[src/rtl/core/ldra_pkg.sv]
`timescale 1ns / 1ps
// ----------------------------------------------------------------------------
// ldra_pkg: shared types and constants of the digital rain animator
// Item, result and register structs, register codes and random generator
// constants.
// ----------------------------------------------------------------------------
package ldra_pkg;

  localparam int IDX_W = 6;   // led index width
  localparam int CNT_W = 7;   // counters that can hold the led count itself
  localparam int DIV_N_W = 16;
  localparam int DIV_D_W = 8;

  localparam logic [31:0] LCG_MUL  = 32'd1103515245;
  localparam logic [31:0] LCG_INC  = 32'd12345;
  localparam logic [31:0] LCG_SEED = 32'h12345678;

  localparam logic [7:0] BRIGHTNESS_RST = 8'hff;
  localparam logic [7:0] SPREAD_RST     = 8'd12;
  localparam logic [7:0] PERIOD_RST     = 8'd28;
  localparam logic [7:0] CHANCE_RST     = 8'd24;

  // register codes on the configuration port
  typedef enum logic [1:0] {
    REG_BRIGHTNESS = 2'd0,
    REG_SPREAD     = 2'd1,
    REG_PERIOD     = 2'd2,
    REG_CHANCE     = 2'd3
  } reg_idx_e;

  typedef struct packed {
    logic [7:0] brightness;
    logic [7:0] column_spread;
    logic [7:0] drop_period;
    logic [7:0] drop_chance;
  } cfg_t;

  // classified item between front and back
  typedef struct packed {
    logic             is_frame;
    logic             in_range;
    logic [IDX_W-1:0] idx;
    logic [7:0]       x;
    logic [7:0]       y;
    logic             restart;
  } cmd_t;

  typedef struct packed {
    logic [IDX_W-1:0] pixel;
    logic [7:0]       red;
    logic [7:0]       green;
    logic [7:0]       blue;
    logic             last;
  } result_t;

  // column list entry: led and its y
  typedef struct packed {
    logic [IDX_W-1:0] idx;
    logic [7:0]       y;
  } list_t;

endpackage

[src/rtl/core/ldra_fifo.sv]
`timescale 1ns / 1ps
// ----------------------------------------------------------------------------
// ldra_fifo: two-entry queue
// Small register queue that parts a producer from a consumer.
// ----------------------------------------------------------------------------
module ldra_fifo #(
  parameter int Width = 8
) (
  input  logic             clk_i,
  input  logic             rst_ni,
  input  logic             push_i,
  input  logic [Width-1:0] data_i,
  output logic             full_o,
  input  logic             pop_i,
  output logic [Width-1:0] data_o,
  output logic             empty_o
);

  logic [Width-1:0] mem_q [2];
  logic             wr_ptr_q, rd_ptr_q;
  logic [1:0]       cnt_q;
  logic             do_push, do_pop;

  assign full_o  = cnt_q == 2'd2;
  assign empty_o = cnt_q == 2'd0;
  assign data_o  = mem_q[rd_ptr_q];
  assign do_push = push_i && !full_o;
  assign do_pop  = pop_i && !empty_o;

  // pointers and fill level
  always_ff @(posedge clk_i or negedge rst_ni) begin
    if (!rst_ni) begin
      wr_ptr_q <= 1'b0;
      rd_ptr_q <= 1'b0;
      cnt_q    <= 2'd0;
    end else begin
      if (do_push) wr_ptr_q <= ~wr_ptr_q;
      if (do_pop) rd_ptr_q <= ~rd_ptr_q;
      if (do_push && !do_pop) cnt_q <= cnt_q + 2'd1;
      else if (do_pop && !do_push) cnt_q <= cnt_q - 2'd1;
    end
  end

  // storage
  always_ff @(posedge clk_i) begin
    if (do_push) mem_q[wr_ptr_q] <= data_i;
  end

endmodule

[src/rtl/core/ldra_front.sv]
`timescale 1ns / 1ps
// ----------------------------------------------------------------------------
// ldra_front: item intake
// Classifies incoming items as loads or frames and queues them for the
// animation engine.
// ----------------------------------------------------------------------------
module ldra_front #(
  parameter int LED_COUNT = 64
) (
  input  logic                         clk_i,
  input  logic                         rst_ni,
  input  logic                         push_i,
  output logic                         full_o,
  input  logic                         mode_i,
  input  logic [ldra_pkg::IDX_W-1:0]   led_index_i,
  input  logic [7:0]                   coord_x_i,
  input  logic [7:0]                   coord_y_i,
  input  logic                         restart_i,
  output ldra_pkg::cmd_t               cmd_o,
  output logic                         cmd_valid_o,
  input  logic                         cmd_pop_i
);
  import ldra_pkg::*;

  cmd_t cmd_in;
  logic cmd_empty;

  // classify the item
  always_comb begin
    cmd_in.is_frame = mode_i;
    cmd_in.in_range = {1'b0, led_index_i} < CNT_W'(LED_COUNT);
    cmd_in.idx      = led_index_i;
    cmd_in.x        = coord_x_i;
    cmd_in.y        = coord_y_i;
    cmd_in.restart  = restart_i;
  end

  ldra_fifo #(
    .Width($bits(cmd_t))
  ) u_queue (
    .clk_i  (clk_i),
    .rst_ni (rst_ni),
    .push_i (push_i),
    .data_i (cmd_in),
    .full_o (full_o),
    .pop_i  (cmd_pop_i),
    .data_o (cmd_o),
    .empty_o(cmd_empty)
  );

  assign cmd_valid_o = !cmd_empty;

endmodule

[src/rtl/core/ldra_div.sv]
`timescale 1ns / 1ps
// ----------------------------------------------------------------------------
// ldra_div: iterative divider
// Restoring division, one quotient bit per cycle, quotient and remainder.
// ----------------------------------------------------------------------------
module ldra_div (
  input  logic                          clk_i,
  input  logic                          rst_ni,
  input  logic                          start_i,
  input  logic [ldra_pkg::DIV_N_W-1:0]  dividend_i,
  input  logic [ldra_pkg::DIV_D_W-1:0]  divisor_i,
  output logic                          done_o,
  output logic [ldra_pkg::DIV_N_W-1:0]  quot_o,
  output logic [ldra_pkg::DIV_D_W-1:0]  rem_o
);
  import ldra_pkg::*;

  localparam int CW = $clog2(DIV_N_W);

  logic               busy_q, done_q;
  logic [CW-1:0]      cnt_q;
  logic [DIV_N_W-1:0] quo_q;
  logic [DIV_D_W-1:0] rem_q, dvs_q;
  logic [DIV_D_W:0]   trial;
  logic               ge;

  // shift in the next dividend bit and try the subtract
  assign trial = {rem_q, quo_q[DIV_N_W-1]};
  assign ge    = trial >= {1'b0, dvs_q};

  always_ff @(posedge clk_i or negedge rst_ni) begin
    if (!rst_ni) begin
      busy_q <= 1'b0;
      done_q <= 1'b0;
      cnt_q  <= '0;
    end else begin
      done_q <= 1'b0;
      if (start_i && !busy_q) begin
        busy_q <= 1'b1;
        cnt_q  <= CW'(DIV_N_W - 1);
      end else if (busy_q) begin
        cnt_q <= cnt_q - 1'b1;
        if (cnt_q == '0) begin
          busy_q <= 1'b0;
          done_q <= 1'b1;
        end
      end
    end
  end

  // datapath
  always_ff @(posedge clk_i) begin
    if (start_i && !busy_q) begin
      quo_q <= dividend_i;
      rem_q <= '0;
      dvs_q <= divisor_i;
    end else if (busy_q) begin
      quo_q <= {quo_q[DIV_N_W-2:0], ge};
      rem_q <= ge ? DIV_D_W'(trial - {1'b0, dvs_q}) : trial[DIV_D_W-1:0];
    end
  end

  assign done_o = done_q;
  assign quot_o = quo_q;
  assign rem_o  = rem_q;

endmodule

[src/rtl/core/ldra_engine.sv]
`timescale 1ns / 1ps
// ----------------------------------------------------------------------------
// ldra_engine: animation engine
// Sequencer over the led stores: coordinate loads, column grouping, head
// spawning, trail decay with colour output, and head moves per column.
// ----------------------------------------------------------------------------
module ldra_engine #(
  parameter int LED_COUNT = 64
) (
  input  logic              clk_i,
  input  logic              rst_ni,
  input  ldra_pkg::cfg_t    cfg_i,
  input  ldra_pkg::cmd_t    cmd_i,
  input  logic              cmd_valid_i,
  output logic              cmd_pop_o,
  output ldra_pkg::result_t res_o,
  output logic              res_push_o,
  input  logic              res_full_i
);
  import ldra_pkg::*;

  typedef enum logic [4:0] {
    ST_IDLE, ST_GRP_RD, ST_GRP_X, ST_GRP_ANC, ST_GRP_CMP,
    ST_TICKS, ST_TICKS_W,
    ST_SP_COL, ST_SP_MOD, ST_SP_MODW, ST_SP_SCAN, ST_SP_SET,
    ST_EM_RD, ST_EM_S, ST_EM_DIVW, ST_EM_OUT,
    ST_MV_COL, ST_MV_SCAN, ST_SA_RD, ST_SA_GET, ST_SB, ST_SA_END,
    ST_MJ_L, ST_MJ_I, ST_MJ_V, ST_MJ_END
  } state_e;

  localparam logic [CNT_W-1:0] LedCnt  = CNT_W'(LED_COUNT);
  localparam logic [CNT_W-1:0] LedLast = CNT_W'(LED_COUNT - 1);

  state_e           state_q;
  logic [CNT_W-1:0] i_q, c_q, total_q, n_q, a_q, b_q;
  logic [7:0]       x_q, top_y_q, ticks_q, drop_cnt_q, decay_cnt_q;
  logic [7:0]       prev_val_q, red_q, green_q;
  logic [IDX_W-1:0] top_idx_q, scan_idx_q, cur_idx_q, prev_idx_q;
  logic             have_q, scan_vld_q, first_q, sel_red_q;
  logic [31:0]      lcg_q;
  list_t            cur_q;

  // stores
  logic [15:0]      pos_mem  [LED_COUNT];
  logic [IDX_W-1:0] col_mem  [LED_COUNT];
  logic [7:0]       anc_mem  [LED_COUNT];
  logic [7:0]       int_mem  [LED_COUNT];
  list_t            list_mem [LED_COUNT];
  logic [LED_COUNT-1:0] int_vld_q;

  logic [15:0]      pos_rd_q;
  logic [IDX_W-1:0] col_rd_q;
  logic [7:0]       anc_rd_q, int_rd_q;
  logic             int_rd_vld_q;
  list_t            list_rd_q;

  logic [IDX_W-1:0] scan_addr, anc_raddr, int_raddr, list_raddr;
  logic             pos_we, col_we, anc_we, int_we, list_we, int_clr;
  logic [IDX_W-1:0] pos_waddr, col_waddr, anc_waddr, int_waddr, list_waddr;
  logic [15:0]      pos_wdata;
  logic [IDX_W-1:0] col_wdata;
  logic [7:0]       anc_wdata, int_wdata;
  list_t            list_wdata;

  // divider hookup
  logic               div_start, div_done;
  logic [DIV_N_W-1:0] div_dividend, div_quot;
  logic [DIV_D_W-1:0] div_divisor, div_rem;

  // derived levels
  logic [7:0] full, green_lvl, int_val, em_s, anc_diff;
  logic [9:0] full_x3;
  logic       em_dec, em_hi, scan_match, scan_better, grp_last, swap;

  assign full      = cfg_i.brightness;
  assign full_x3   = {2'b0, full} + {1'b0, full, 1'b0};
  assign green_lvl = full_x3[9:2];
  assign int_val   = int_rd_vld_q ? int_rd_q : 8'd0;

  // emit step: decay then colour class
  assign em_dec = (int_val != 8'd0) && (int_val < full) && (decay_cnt_q >= ticks_q);
  assign em_s   = em_dec ? int_val - 8'd1 : int_val;
  assign em_hi  = em_s > green_lvl;

  // scans over the leds of column c
  assign scan_match  = scan_vld_q && (col_rd_q == c_q[IDX_W-1:0]);
  assign scan_better = !have_q || (pos_rd_q[7:0] < top_y_q);
  assign anc_diff    = (anc_rd_q > x_q) ? anc_rd_q - x_q : x_q - anc_rd_q;
  assign grp_last    = i_q == LedLast;
  assign swap        = scan_vld_q && (cur_q.y < list_rd_q.y);

  // store addressing and write ports
  always_comb begin
    scan_addr  = i_q[IDX_W-1:0];
    anc_raddr  = c_q[IDX_W-1:0];
    int_raddr  = i_q[IDX_W-1:0];
    list_raddr = a_q[IDX_W-1:0];
    pos_we = 1'b0; pos_waddr = cmd_i.idx; pos_wdata = {cmd_i.x, cmd_i.y};
    col_we = 1'b0; col_waddr = i_q[IDX_W-1:0]; col_wdata = c_q[IDX_W-1:0];
    anc_we = 1'b0; anc_waddr = c_q[IDX_W-1:0]; anc_wdata = x_q;
    int_we = 1'b0; int_waddr = prev_idx_q; int_wdata = prev_val_q;
    list_we = 1'b0; list_waddr = a_q[IDX_W-1:0]; list_wdata = cur_q;
    int_clr = 1'b0;
    case (state_q)
      ST_IDLE: begin
        pos_we = cmd_valid_i && !cmd_i.is_frame && cmd_i.in_range;
      end
      ST_GRP_ANC: begin
        if (c_q == total_q) begin
          anc_we = 1'b1;
          col_we = 1'b1;
          int_clr = grp_last;
        end
      end
      ST_GRP_CMP: begin
        if (anc_diff <= cfg_i.column_spread) begin
          col_we = 1'b1;
          int_clr = grp_last;
        end
      end
      ST_SP_SET: begin
        int_we = have_q;
        int_waddr = top_idx_q;
        int_wdata = full;
      end
      ST_EM_S: begin
        int_we = em_dec;
        int_waddr = i_q[IDX_W-1:0];
        int_wdata = em_s;
      end
      ST_MV_SCAN: begin
        list_we = scan_match;
        list_waddr = n_q[IDX_W-1:0];
        list_wdata = '{idx: scan_idx_q, y: pos_rd_q[7:0]};
      end
      ST_SB: begin
        list_raddr = b_q[IDX_W-1:0];
        list_we = swap;
        list_waddr = scan_idx_q;
      end
      ST_SA_END: list_we = 1'b1;
      ST_MJ_I: int_raddr = list_rd_q.idx;
      ST_MJ_V: begin
        int_we = !first_q;
        int_wdata = (int_val >= full) ? full : prev_val_q;
      end
      ST_MJ_END: int_we = 1'b1;
      default: ;
    endcase
  end

  // coordinate store
  always_ff @(posedge clk_i) begin
    if (pos_we) pos_mem[pos_waddr] <= pos_wdata;
    pos_rd_q <= pos_mem[scan_addr];
  end

  // column of each led
  always_ff @(posedge clk_i) begin
    if (col_we) col_mem[col_waddr] <= col_wdata;
    col_rd_q <= col_mem[scan_addr];
  end

  // column anchors
  always_ff @(posedge clk_i) begin
    if (anc_we) anc_mem[anc_waddr] <= anc_wdata;
    anc_rd_q <= anc_mem[anc_raddr];
  end

  // intensity store
  always_ff @(posedge clk_i) begin
    if (int_we) int_mem[int_waddr] <= int_wdata;
    int_rd_q <= int_mem[int_raddr];
  end

  // intensity valid bits, an invalid entry reads as zero
  always_ff @(posedge clk_i or negedge rst_ni) begin
    if (!rst_ni) begin
      int_vld_q    <= '0;
      int_rd_vld_q <= 1'b0;
    end else begin
      if (int_clr) int_vld_q <= '0;
      else if (int_we) int_vld_q[int_waddr] <= 1'b1;
      int_rd_vld_q <= int_vld_q[int_raddr];
    end
  end

  // per-column ordering list
  always_ff @(posedge clk_i) begin
    if (list_we) list_mem[list_waddr] <= list_wdata;
    list_rd_q <= list_mem[list_raddr];
  end

  // divider operand selection
  always_comb begin
    div_start    = 1'b0;
    div_dividend = {8'd0, lcg_q[23:16]};
    div_divisor  = cfg_i.drop_chance;
    case (state_q)
      ST_TICKS: begin
        div_start    = full != 8'd0;
        div_dividend = DIV_N_W'(8'hff);
        div_divisor  = full;
      end
      ST_SP_MOD: div_start = 1'b1;
      ST_EM_S: begin
        if (em_hi) begin
          div_start    = 1'b1;
          div_dividend = DIV_N_W'(green_lvl) * DIV_N_W'(em_s - green_lvl);
          div_divisor  = (full > green_lvl) ? full - green_lvl : 8'd1;
        end else begin
          div_start    = green_lvl != 8'd0;
          div_dividend = DIV_N_W'(full) * DIV_N_W'(em_s);
          div_divisor  = green_lvl;
        end
      end
      default: ;
    endcase
  end

  ldra_div u_div (
    .clk_i     (clk_i),
    .rst_ni    (rst_ni),
    .start_i   (div_start),
    .dividend_i(div_dividend),
    .divisor_i (div_divisor),
    .done_o    (div_done),
    .quot_o    (div_quot),
    .rem_o     (div_rem)
  );

  assign cmd_pop_o  = (state_q == ST_IDLE) && cmd_valid_i;
  assign res_push_o = (state_q == ST_EM_OUT) && !res_full_i;
  assign res_o = '{pixel: i_q[IDX_W-1:0], red: red_q, green: green_q, blue: red_q,
                   last: i_q == LedLast};

  // sequencer
  always_ff @(posedge clk_i or negedge rst_ni) begin
    if (!rst_ni) begin
      state_q     <= ST_IDLE;
      i_q         <= '0;
      c_q         <= '0;
      total_q     <= '0;
      n_q         <= '0;
      a_q         <= '0;
      b_q         <= '0;
      have_q      <= 1'b0;
      scan_vld_q  <= 1'b0;
      first_q     <= 1'b0;
      sel_red_q   <= 1'b0;
      ticks_q     <= 8'hff;
      drop_cnt_q  <= '0;
      decay_cnt_q <= '0;
      lcg_q       <= LCG_SEED;
    end else begin
      case (state_q)
        ST_IDLE: begin
          if (cmd_valid_i && cmd_i.is_frame) begin
            i_q <= '0;
            if (cmd_i.restart) begin
              total_q <= '0;
              state_q <= ST_GRP_RD;
            end else begin
              state_q <= ST_TICKS;
            end
          end
        end
        // column grouping
        ST_GRP_RD: state_q <= ST_GRP_X;
        ST_GRP_X: begin
          x_q     <= pos_rd_q[15:8];
          c_q     <= '0;
          state_q <= ST_GRP_ANC;
        end
        ST_GRP_ANC: begin
          if (c_q == total_q) begin
            total_q <= total_q + 1'b1;
            i_q     <= i_q + 1'b1;
            state_q <= ST_GRP_RD;
            if (grp_last) begin
              drop_cnt_q  <= '0;
              decay_cnt_q <= '0;
              state_q     <= ST_TICKS;
            end
          end else begin
            state_q <= ST_GRP_CMP;
          end
        end
        ST_GRP_CMP: begin
          if (anc_diff <= cfg_i.column_spread) begin
            i_q     <= i_q + 1'b1;
            state_q <= ST_GRP_RD;
            if (grp_last) begin
              drop_cnt_q  <= '0;
              decay_cnt_q <= '0;
              state_q     <= ST_TICKS;
            end
          end else begin
            c_q     <= c_q + 1'b1;
            state_q <= ST_GRP_ANC;
          end
        end
        // decay rate
        ST_TICKS: begin
          decay_cnt_q <= decay_cnt_q + 8'd1;
          c_q <= '0;
          i_q <= '0;
          if (full == 8'd0) begin
            ticks_q <= 8'hff;
            state_q <= (drop_cnt_q == 8'd0) ? ST_SP_COL : ST_EM_RD;
          end else begin
            state_q <= ST_TICKS_W;
          end
        end
        ST_TICKS_W: begin
          if (div_done) begin
            ticks_q <= div_quot[7:0];
            state_q <= (drop_cnt_q == 8'd0) ? ST_SP_COL : ST_EM_RD;
          end
        end
        // head spawning
        ST_SP_COL: begin
          i_q <= '0;
          have_q <= 1'b0;
          scan_vld_q <= 1'b0;
          if (c_q == total_q) begin
            state_q <= ST_EM_RD;
          end else if (cfg_i.drop_chance == 8'd0) begin
            state_q <= ST_SP_SCAN;
          end else begin
            lcg_q   <= lcg_q * LCG_MUL + LCG_INC;
            state_q <= ST_SP_MOD;
          end
        end
        ST_SP_MOD: state_q <= ST_SP_MODW;
        ST_SP_MODW: begin
          if (div_done) begin
            if (div_rem == '0) begin
              state_q <= ST_SP_SCAN;
            end else begin
              c_q     <= c_q + 1'b1;
              state_q <= ST_SP_COL;
            end
          end
        end
        ST_SP_SCAN: begin
          scan_vld_q <= i_q < LedCnt;
          scan_idx_q <= i_q[IDX_W-1:0];
          if (i_q < LedCnt) i_q <= i_q + 1'b1;
          if (scan_match && scan_better) begin
            have_q    <= 1'b1;
            top_y_q   <= pos_rd_q[7:0];
            top_idx_q <= scan_idx_q;
          end
          if (i_q == LedCnt && !scan_vld_q) state_q <= ST_SP_SET;
        end
        ST_SP_SET: begin
          c_q     <= c_q + 1'b1;
          state_q <= ST_SP_COL;
        end
        // decay and colour output
        ST_EM_RD: state_q <= ST_EM_S;
        ST_EM_S: begin
          if (em_hi) begin
            green_q   <= full;
            sel_red_q <= 1'b1;
            state_q   <= ST_EM_DIVW;
          end else begin
            red_q     <= '0;
            sel_red_q <= 1'b0;
            if (green_lvl != 8'd0) begin
              state_q <= ST_EM_DIVW;
            end else begin
              green_q <= '0;
              state_q <= ST_EM_OUT;
            end
          end
        end
        ST_EM_DIVW: begin
          if (div_done) begin
            if (sel_red_q) red_q <= div_quot[7:0];
            else green_q <= div_quot[7:0];
            state_q <= ST_EM_OUT;
          end
        end
        ST_EM_OUT: begin
          if (!res_full_i) begin
            i_q     <= i_q + 1'b1;
            state_q <= ST_EM_RD;
            if (i_q == LedLast) begin
              c_q <= '0;
              if (decay_cnt_q >= ticks_q) decay_cnt_q <= '0;
              if (drop_cnt_q >= cfg_i.drop_period) begin
                drop_cnt_q <= '0;
                state_q    <= (full != 8'd0) ? ST_MV_COL : ST_IDLE;
              end else begin
                drop_cnt_q <= drop_cnt_q + 8'd1;
                state_q    <= ST_IDLE;
              end
            end
          end
        end
        // head moves: gather the column
        ST_MV_COL: begin
          i_q <= '0;
          n_q <= '0;
          scan_vld_q <= 1'b0;
          state_q <= (c_q == total_q) ? ST_IDLE : ST_MV_SCAN;
        end
        ST_MV_SCAN: begin
          scan_vld_q <= i_q < LedCnt;
          scan_idx_q <= i_q[IDX_W-1:0];
          if (i_q < LedCnt) i_q <= i_q + 1'b1;
          if (scan_match) n_q <= n_q + 1'b1;
          if (i_q == LedCnt && !scan_vld_q) begin
            a_q <= '0;
            if (n_q == '0) begin
              c_q     <= c_q + 1'b1;
              state_q <= ST_MV_COL;
            end else begin
              state_q <= ST_SA_RD;
            end
          end
        end
        // exchange ordering, lowest led first
        ST_SA_RD: begin
          if (a_q + 1'b1 >= n_q) begin
            a_q     <= '0;
            first_q <= 1'b1;
            state_q <= ST_MJ_L;
          end else begin
            state_q <= ST_SA_GET;
          end
        end
        ST_SA_GET: begin
          cur_q      <= list_rd_q;
          b_q        <= a_q + 1'b1;
          scan_vld_q <= 1'b0;
          state_q    <= ST_SB;
        end
        ST_SB: begin
          scan_vld_q <= b_q < n_q;
          scan_idx_q <= b_q[IDX_W-1:0];
          if (b_q < n_q) b_q <= b_q + 1'b1;
          if (swap) cur_q <= list_rd_q;
          if (b_q == n_q && !scan_vld_q) state_q <= ST_SA_END;
        end
        ST_SA_END: begin
          a_q     <= a_q + 1'b1;
          state_q <= ST_SA_RD;
        end
        // shift heads one led down
        ST_MJ_L: state_q <= ST_MJ_I;
        ST_MJ_I: begin
          cur_idx_q <= list_rd_q.idx;
          state_q   <= ST_MJ_V;
        end
        ST_MJ_V: begin
          first_q    <= 1'b0;
          prev_idx_q <= cur_idx_q;
          if (first_q) begin
            prev_val_q <= (int_val == full) ? int_val - 8'd1 : int_val;
          end else begin
            prev_val_q <= (int_val >= full) ? full - 8'd1 : int_val;
          end
          a_q     <= a_q + 1'b1;
          state_q <= (a_q + 1'b1 == n_q) ? ST_MJ_END : ST_MJ_L;
        end
        ST_MJ_END: begin
          c_q     <= c_q + 1'b1;
          state_q <= ST_MV_COL;
        end
        default: state_q <= ST_IDLE;
      endcase
    end
  end

endmodule

[src/rtl/core/led_digital_rain_animator.sv]
`timescale 1ns / 1ps
// ----------------------------------------------------------------------------
// led_digital_rain_animator: falling-green led animation
// Coordinate loads and frame renders in, one colour per led out.
// ----------------------------------------------------------------------------
// A frame walks the stores in one sequencer: decay and colour for each
// led, most of it spent in the shared divider; when the drop counter is
// zero, a random draw per column plus a scan of all leds for each column
// that spawns; on a move frame, per column a scan to gather its leds, an
// ordering of those leds and the shift. A restart adds grouping through
// the anchor store. The intensity store clears at once through valid bits,
// so there is no clearing pass. Results wait in a two-entry queue, so the
// engine stalls only when that queue is full.
module led_digital_rain_animator #(
  parameter int LED_COUNT = 64
) (
  input  logic                       clk_i,
  input  logic                       rst_ni,
  // item queue
  input  logic                       push,
  output logic                       full,
  input  logic                       mode_i,
  input  logic [ldra_pkg::IDX_W-1:0] led_index_i,
  input  logic [7:0]                 coord_x_i,
  input  logic [7:0]                 coord_y_i,
  input  logic                       restart_i,
  // result queue
  output logic                       empty,
  input  logic                       pop,
  output logic [ldra_pkg::IDX_W-1:0] pixel_o,
  output logic [7:0]                 red_o,
  output logic [7:0]                 green_o,
  output logic [7:0]                 blue_o,
  output logic                       last_o,
  // configuration
  input  logic                       psel,
  input  logic                       penable,
  input  logic                       pwrite,
  input  logic [3:0]                 paddr,
  input  logic [31:0]                pwdata,
  output logic [31:0]                prdata,
  output logic                       pready
);
  import ldra_pkg::*;

  cfg_t     cfg_q;
  cmd_t     cmd;
  result_t  res_in, res_out;
  logic     cmd_valid, cmd_pop, res_push, res_full;
  reg_idx_e reg_sel;

  assign reg_sel = reg_idx_e'(paddr[3:2]);
  assign pready  = 1'b1;

  // register writes
  always_ff @(posedge clk_i or negedge rst_ni) begin
    if (!rst_ni) begin
      cfg_q.brightness    <= BRIGHTNESS_RST;
      cfg_q.column_spread <= SPREAD_RST;
      cfg_q.drop_period   <= PERIOD_RST;
      cfg_q.drop_chance   <= CHANCE_RST;
    end else if (psel && penable && pwrite) begin
      case (reg_sel)
        REG_BRIGHTNESS: cfg_q.brightness    <= pwdata[7:0];
        REG_SPREAD:     cfg_q.column_spread <= pwdata[7:0];
        REG_PERIOD:     cfg_q.drop_period   <= pwdata[7:0];
        REG_CHANCE:     cfg_q.drop_chance   <= pwdata[7:0];
        default: ;
      endcase
    end
  end

  // register reads
  always_comb begin
    case (reg_sel)
      REG_BRIGHTNESS: prdata = {24'd0, cfg_q.brightness};
      REG_SPREAD:     prdata = {24'd0, cfg_q.column_spread};
      REG_PERIOD:     prdata = {24'd0, cfg_q.drop_period};
      REG_CHANCE:     prdata = {24'd0, cfg_q.drop_chance};
      default:        prdata = '0;
    endcase
  end

  ldra_front #(
    .LED_COUNT(LED_COUNT)
  ) u_front (
    .clk_i      (clk_i),
    .rst_ni     (rst_ni),
    .push_i     (push),
    .full_o     (full),
    .mode_i     (mode_i),
    .led_index_i(led_index_i),
    .coord_x_i  (coord_x_i),
    .coord_y_i  (coord_y_i),
    .restart_i  (restart_i),
    .cmd_o      (cmd),
    .cmd_valid_o(cmd_valid),
    .cmd_pop_i  (cmd_pop)
  );

  ldra_engine #(
    .LED_COUNT(LED_COUNT)
  ) u_engine (
    .clk_i      (clk_i),
    .rst_ni     (rst_ni),
    .cfg_i      (cfg_q),
    .cmd_i      (cmd),
    .cmd_valid_i(cmd_valid),
    .cmd_pop_o  (cmd_pop),
    .res_o      (res_in),
    .res_push_o (res_push),
    .res_full_i (res_full)
  );

  // result queue
  ldra_fifo #(
    .Width($bits(result_t))
  ) u_res_queue (
    .clk_i  (clk_i),
    .rst_ni (rst_ni),
    .push_i (res_push),
    .data_i (res_in),
    .full_o (res_full),
    .pop_i  (pop),
    .data_o (res_out),
    .empty_o(empty)
  );

  assign pixel_o = res_out.pixel;
  assign red_o   = res_out.red;
  assign green_o = res_out.green;
  assign blue_o  = res_out.blue;
  assign last_o  = res_out.last;

endmodule
[config.mk]
export PLATFORM = sky130hd
export DESIGN_NAME = led_digital_rain_animator
export DESIGN_NICKNAME = d
export VERILOG_FILES = /design/src/rtl/core/ldra_pkg.sv /design/src/rtl/core/ldra_fifo.sv /design/src/rtl/core/ldra_front.sv /design/src/rtl/core/ldra_div.sv /design/src/rtl/core/ldra_engine.sv /design/src/rtl/core/led_digital_rain_animator.sv
export SDC_FILE = /design/constraint.sdc
export NUM_CORES = 2
export LEC_CHECK = 0
export BUFFER_PORTS_ARGS = -buffer_cell sky130_fd_sc_hd__buf_2
export CORE_MARGIN = 5
export CORE_UTILIZATION = 63
export DETAILED_ROUTE_END_ITERATION = 6
export PLACE_DENSITY = 0.79
export SLEW_MARGIN = 10
export SYNTH_ARGS = -nofsm -noshare
export SYNTH_HDL_FRONTEND = slang
export SYNTH_SLANG_ARGS = --single-unit
[constraint.sdc]
create_clock -name clk_i -period 9.7 [get_ports clk_i]
set_input_delay 1.455 -clock clk_i [delete_from_list [all_inputs] [get_ports clk_i]]
set_output_delay 1.455 -clock clk_i [all_outputs]
set_load 0.02 [all_outputs]
; ---- Word-level counts from Yosys, hierarchy flattened
; Memories as Yosys holds them, arrays and structs flattened. A register that Yosys moved wholly into a read port is not among the register bits.
; Cells that the tools add are included.
[op_classes]
eq_ne = 64
mul = 3
muxes = 153
magnitude_cmp = 17
bitwise = 7
reduce_logical = 100
addsub = 22
[op_table]
columns = cell, count
row1 = two-way mux 8 bit, 31
row2 = two-way mux 7 bit, 19
row3 = case mux 5 bit (26 select lines), 1
row4 = two-way mux 64 bit, 2
row5 = case mux 32 bit (4 select lines), 1
row6 = case mux 7 bit (6 select lines), 2
row7 = two-way mux 5 bit, 16
row8 = OR 64 bit, 1
row9 = case mux 8 bit (2 select lines), 4
row10 = "== test 5 bit, second input constant", 10
row11 = two-way mux 16 bit, 3
row12 = case mux 8 bit (3 select lines), 2
row13 = "adder 7 x 1 -> 7 bit, second input constant", 6
row14 = case mux 7 bit (2 select lines), 3
row15 = "== test 5 x 4 -> 1 bit, second input constant", 8
row16 = case mux 6 bit (2 select lines), 3
row17 = two-way mux 1 bit, 33
row18 = "adder 32 x 14 -> 32 bit, second input constant", 1
row19 = zero test 8 bit, 4
row20 = "multiplier 32 x 31 -> 32 bit, second input constant", 1
row21 = case mux 16 bit (2 select lines), 1
row22 = case mux 8 bit (4 select lines), 1
row23 = subtractor 8 bit, 4
row24 = "inequality test 2 x 1 -> 1 bit, second input constant", 15
row25 = 65 further kinds, 194
[word_totals]
elab_cells = 417
register_bits = 328
ramBits = 3438
n_memories = 7
[mem_list]
columns = memory, words, word_bits, read_ports, rd_ports_with_merged_regs, wr, line_no
row1 = u_engine.pos_mem, 64, 16, 1, 1, 1, ldra_engine.sv:44  ; logic [15:0] pos_mem [LED_COUNT];
row2 = u_engine.list_mem, 64, 14, 1, 1, 1, ldra_engine.sv:48  ; list_t list_mem [LED_COUNT];
row3 = u_engine.anc_mem, 64, 8, 1, 1, 1, ldra_engine.sv:46  ; logic [7:0] anc_mem [LED_COUNT];
row4 = u_engine.int_mem, 64, 8, 1, 1, 1, ldra_engine.sv:47  ; logic [7:0] int_mem [LED_COUNT];
row5 = u_engine.col_mem, 64, 6, 1, 1, 1, ldra_engine.sv:45  ; logic [IDX_W-1:0] col_mem [LED_COUNT];
row6 = u_res_queue.mem_q, 2, 31, 1, 0, 1, ldra_fifo.sv:19  ; logic [Width-1:0] mem_q [2];
row7 = 1 more memories, --, --, --, --, --, --

; ---- Logic depth before layout (Yosys ltp)
[logic_depth]
depth_word = 10
ltp_mapped = 40
depth_no_buf = 39

; ---- By module
; From an unflattened synthesis, not the netlist that was laid out.
[hier_totals]
cells_unflattened = 10219
hier_area_um2 = 159601.8
[modules_own_cells]
columns = mod, cells_per_inst, seq_area_each_um2, instances, area_each_um2
row1 = ldra_engine, 9741, 107446.8, 1, 151323.9
row2 = ldra_fifo (u_res_queue), 116, 1961.9, 1, 2587.5
row3 = ldra_fifo (u_front.u_queue), 97, 1601.5, 1, 2102.0
row4 = ldra_div, 156, 1031.0, 1, 1936.9
row5 = led_digital_rain_animator, 107, 819.5, 1, 1644.1
row6 = ldra_front, 2, 0.0, 1, 7.5

; ---- Least setup slack after synthesis
; Ideal clock, no wire load.
[synth_timing]
path_kind = register to register
start = register cfg_q[27] (netlist bit)
end = register u_engine.u_div.quo_q[15], in the netlist u_engine.u_div.quot_o[15] (data pin)
path_slack_ns = 1.641
stages_incl_launch_ff = 38
setup_ns = 0.260
arrival_time_ns = 7.799
cell_sequence = dfstp_2 > clkbuf_1 > inv_1 > ha_1 > a21bo_2 > a21oi_1 > o211a_1 > and4bb_2 > nand2_1 > nor2_1 > or2_2 > inv_1 > ha_1 > inv_1 > fa_1 > a21oi_1 > nor2b_1 > nor2_1 > [2 not listed] > xnor2_1 > nor2_1 > fa_1 > fa_1 > fa_1 > inv_1 > fa_1 > inv_1 > ha_1 > nor3_1 > nor2_1 > a31oi_1 > nor2b_1 > o21ai_0 > a21oi_1 > a21o_1 > a31oi_1 > o21ai_0
[synth_via]
elab_chain_len = 9
word_cells_on_any_way = 17
[synth_rtl]
columns = element, line_no
row1 = from (decl), led_digital_rain_animator.sv:46  ; cfg_t cfg_q;
row2 = less-than comparator 8 bit, ldra_engine.sv:81  ; assign em_dec = (int_val != 8'd0) && (int_val < full) && (decay_cnt_q >= ticks_q);
row3 = logical AND 1 bit (2 in a row), ldra_engine.sv:81
row4 = two-way mux 8 bit, ldra_engine.sv:82  ; assign em_s = em_dec ? int_val - 8'd1 : int_val;
row5 = subtractor 8 x 8 -> 9 bit or greater-than comparator 8 bit (tied branches), "ldra_engine.sv:209, ldra_engine.sv:83"
row6 = multiplier 8 x 16 -> 16 bit or two-way mux 1 bit (tied branches), "ldra_engine.sv:209, ldra_engine.sv:207"
row7 = two-way mux 16 bit or case mux 1 bit (3 select lines) (tied branches), "ldra_engine.sv:207, ldra_engine.sv:199"
row8 = case mux 16 bit (2 select lines) or logical AND 1 bit (tied branches), "ldra_engine.sv:199, ldra_div.sv:53"
row9 = two-way mux 16 bit (*), ldra_div.sv:53  ; if (start_i && !busy_q) begin
row10 = to (signal assigned), ldra_div.sv:54  ; quo_q <= dividend_i;
row11 = to (signal assigned), ldra_div.sv:58  ; quo_q <= {quo_q[DIV_N_W-2:0], ge};
row12 = to (decl), ldra_div.sv:22  ; logic [DIV_N_W-1:0] quo_q;
; Mark *: on every way between the ends. The rest lies on a longest branch, timed or not.
; A chain may end at the register's enable or synchronous reset.

; ---- Worst setup path after layout
[layout_timing]
start = register u_engine.int_rd_vld_q
end = register u_engine.u_div.quo_q[13], in the netlist u_engine.u_div.quot_o[13] (data pin)
[layout_via]
elab_chain_len = 10
word_cells_on_any_way = 17
[layout_rtl]
columns = element, line_no
row1 = from (decl), ldra_engine.sv:54  ; logic int_rd_vld_q;
row2 = from (signal assigned), ldra_engine.sv:184  ; int_rd_vld_q <= int_vld_q[int_raddr];
row3 = two-way mux 8 bit (*), ldra_engine.sv:78  ; assign int_val = int_rd_vld_q ? int_rd_q : 8'd0;
row4 = less-than comparator 8 bit or nonzero test 8 bit (tied branches), ldra_engine.sv:81
row5 = logical AND 1 bit (2 in a row), ldra_engine.sv:81
row6 = two-way mux 8 bit (*), ldra_engine.sv:82
row7 = subtractor 8 x 8 -> 9 bit or greater-than comparator 8 bit (tied branches), "ldra_engine.sv:209, ldra_engine.sv:83"
row8 = multiplier 8 x 16 -> 16 bit or two-way mux 1 bit (tied branches), "ldra_engine.sv:209, ldra_engine.sv:207"
row9 = two-way mux 16 bit or case mux 1 bit (3 select lines) (tied branches), "ldra_engine.sv:207, ldra_engine.sv:199"
row10 = case mux 16 bit (2 select lines) or logical AND 1 bit (tied branches), "ldra_engine.sv:199, ldra_div.sv:53"
row11 = two-way mux 16 bit (*), ldra_div.sv:53
; Marked as above.

==> metrics.txt <==
worst reg2reg setup slack 0.65 ns; hold depth 0; R2R cell count 37; failing checks design-rule violations; count of pins over their slew limit 0; FF-to-FF Start u_engine.int_rd_vld_q$_DFF_PN0_; first-pass GRT wire length 610000 µm; combined flip-flop and latch cell area 112000 µm²; GRT met3 Usage 6.56%; # setup viols final 0; GR Util met1 42.0%; total grt overflow 0; Clock Path Buffers 4; Die Area 262000 µm²; mux cell area share after synthesis 5.45%; setup_tns 0 ns; NumNets Final 10800; htree depth 5; fmax 0.110 GHz; Max FO, Critical Path 15; gpl congestion 0.936; initial antenna violation count 17; Syn-to-layout area delta 10.8%; largest family of logic cells by synthesized area compound AO/OA/AOI/OAI gates; Post-Synth XOR/XNOR Area 0.843%; grt peak-use layer met2; Avg Cell Area, Syn 15.9 µm²; drt pass-1 iters 7; Max-Cap Viols 0; Die Y 512 µm; Critical Path End u_engine.u_div.quot_o[13]$_DFFE_PP_; largest net degree at the start of global routing 127; Routed WL 412000 µm; post-route non-filler standard cell count 13900; die width 512 µm; outcome finished with violations; placed cell count 13200; area of the core 251000 µm²; FF-to-FF End u_engine.u_div.quot_o[13]$_DFFE_PP_; Hold Crit Class flip-flop to flip-flop; WP depth 37; Syn Inst Count 9996; worst clock skew 0.102 ns; Async SR Flop Fraction 5.54%; Final Cycle Share 93.3%; critical path class flip-flop to flip-flop; Worst Tran Pin Value 1.32 ns; vias in the first global route 95500; CP delay by family, top adder cells; Worst Path Arrival 9.77 ns; Synth Flop Type edfxtp_1; Fin. Hold Viols 0; area of the multi-input gates 42400 µm²; TritonCTS Buffers 379; Req. time, crit path 10.42 ns; starting density of the core 63.2%; clock latency on the worst-skew pair 0.99 ns; Cell variety after synth 98; post-synthesis sequential area ratio 70.9%; slowest stage delay, CP 0.64 ns; vias per cell 6.85; area of the mapped netlist 159000 µm²; dpl hpwl 240000 µm; post-synthesis compound-gate area fraction 9.44%; Worst setup SP type flip-flop; Buffers on Ports 81; Critical Path Start u_engine.int_rd_vld_q$_DFF_PN0_; DR iter-0 viols 13300; post-synthesis simple-gate area fraction 5.61%; slowest cell on the critical path dfrtp_1; # rows 184; clock-pin slew on the worst setup and hold paths 0.06 ns; number of synthesized flops with an enable pin 3524; DR vias 94900; synthesis warning total 0; FILL cells 15100; DRC 15; CP bufs+invs 4; final critical-path required period 9.05 ns; post-CTS setup buffer count 0; met2 Usage GRT 49.5%; CTS tree done; WL/cell 29.7 µm; slew margin rel. 11.0%; CTS sink count 3794; # IOs 133; RSZ-0062 raised after global routing no; hold_buf cts 0; flops & latches, synth 3794; CP endpoint kind flip-flop; adder-cell share of the synthesized area 5.11%; Routed Antenna Nets 0; root cell of the clock tree clkbuf_16; layout cells sized above 1 13.8%; critical path's most frequent cell fa_1; GRT Resource Usage Total 30.9%
## logic make-up after synthesis
group                    after synthesis
adder cells (fa/ha/maj)              526
buffers and inverters               1068
XOR/XNOR                             151
AND/OR/NAND/NOR                     1983
AO/OA/AOI/OAI                       2019
other                                  2
multiplexers                         453
flip-flops                          3794
## what timing repair did
action,CTS,global route
gates resized for setup,0,1
endpoints found under the setup margin,0,2
hold endpoints to repair,0,0
## cell usage after synthesis, types with 170 or more instances
| master | n | area, µm² |
|---|---|---|
| a22oi_1 | 656 | 4920 |
| dfrtp_1 | 176 | 4400 |
| nand2_1 | 779 | 2920 |
| a221oi_1 | 171 | 1500 |
| mux4_2 | 320 | 7210 |
| clkbuf_1 | 383 | 1440 |
| fa_1 | 202 | 4040 |
| a22o_1 | 170 | 1490 |
| inv_1 | 502 | 1880 |
| edfxtp_1 | 3524 | 106000 |
| ha_1 | 324 | 4050 |
| nor2_1 | 560 | 2100 |
## flip-flops by register name (all words and copies together), names as in the netlist, 16 cells and up
register               flops
u_engine.u_div.quot_o     16
u_engine.col_mem         384
u_engine.lcg_q            24
u_front.u_queue.mem_q     48
u_engine.pos_rd_q         16
u_engine.list_mem        896
u_engine.anc_mem         512
cfg_q                     32
u_engine.pos_mem        1024
u_engine.int_mem         512
u_engine.int_vld_q        64
u_res_queue.mem_q         46
## worst min-delay path by stage
stage	slack (ns)	end	from
global placement	0.39	u_engine.anc_wdata[1]$_DFFE_PP_	u_engine.pos_rd_q[9]$_DFF_P_
CTS	0.41	u_engine.anc_wdata[7]$_DFFE_PP_	u_engine.pos_rd_q[15]$_DFF_P_
floorplan	0.39	u_engine.anc_wdata[0]$_DFFE_PP_	u_engine.pos_rd_q[8]$_DFF_P_
global route	0.41	u_engine.anc_wdata[6]$_DFFE_PP_	u_engine.pos_rd_q[14]$_DFF_P_
finish	0.40	u_res_queue.mem_q[1][21]$_DFFE_PP_	u_engine.red_q[4]$_SDFFCE_PN0P_
detailed placement	0.39	u_engine.anc_wdata[7]$_DFFE_PP_	u_engine.pos_rd_q[15]$_DFF_P_
## layout by cell type, fill, tap and decap left out, drive strengths merged, types with 28 or more instances in the layout
| cell type | n |
|---|---|
| buf | 374 |
| nand2 | 780 |
| xor2 | 48 |
| nand2b | 31 |
| a211oi | 75 |
| mux2i | 61 |
| o211ai | 42 |
| a221oi | 171 |
| o21ai | 174 |
| nor4 | 45 |
| a21oi | 162 |
| bufinv | 37 |
| o21a | 63 |
| a21o | 78 |
| inv | 518 |
| nor2b | 28 |
| nor2 | 561 |
| clkinv | 135 |
| nand3 | 164 |
| o311ai | 29 |
| and3 | 33 |
| dfxtp | 60 |
| and2 | 99 |
| a311oi | 56 |
| a22o | 170 |
| a31oi | 165 |
| mux2 | 72 |
| clkbuf | 474 |
| mux4 | 320 |
| a22oi | 656 |
| edfxtp | 3524 |
| dfrtp | 176 |
| a41oi | 46 |
| dfstp | 34 |
| nand4 | 83 |
| xnor2 | 102 |
| fa | 202 |
| nor3 | 65 |
| ha | 324 |
## per-stage QoR
stage | utilization [%] | hold WS, ns | instance area (µm²) | setup WS (ns)
2_1_floorplan | - | 0.386 | 159000 | 1.64
5_1_grt | 70.0 | 0.415 | 176000 | 0.0101
3_3_place_gp | 65.1 | 0.388 | 163000 | 0.845
4_1_cts | 70.0 | 0.405 | 176000 | 0.672
3_5_place_dp | 65.1 | 0.392 | 163000 | 0.807
6_report | 70.0 | 0.402 | 176000 | 0.647
## layout make-up
cell class                      instances  area share [%]
Sequential cell                      3794            63.9
Clock buffer                          474            5.77
Inverter                              506            1.08
Antenna cell                            5         0.00712
Multi-Input combinational cell       5157            24.1
Tap cell                             3348            2.38
Timing Repair Buffer                  374            1.55
Clock inverter                        203            1.17
## routing by layer
layer	vias up	share of wire (%)
met4	4	4.8
met2	6810	48
met3	1103	11
met1	47600	36
met5	-	0.0056
li1	39400	-
Power is left out: the tool's default activity adds up to more than one toggle a clock period on the data nets, which glitch-free logic cannot reach.
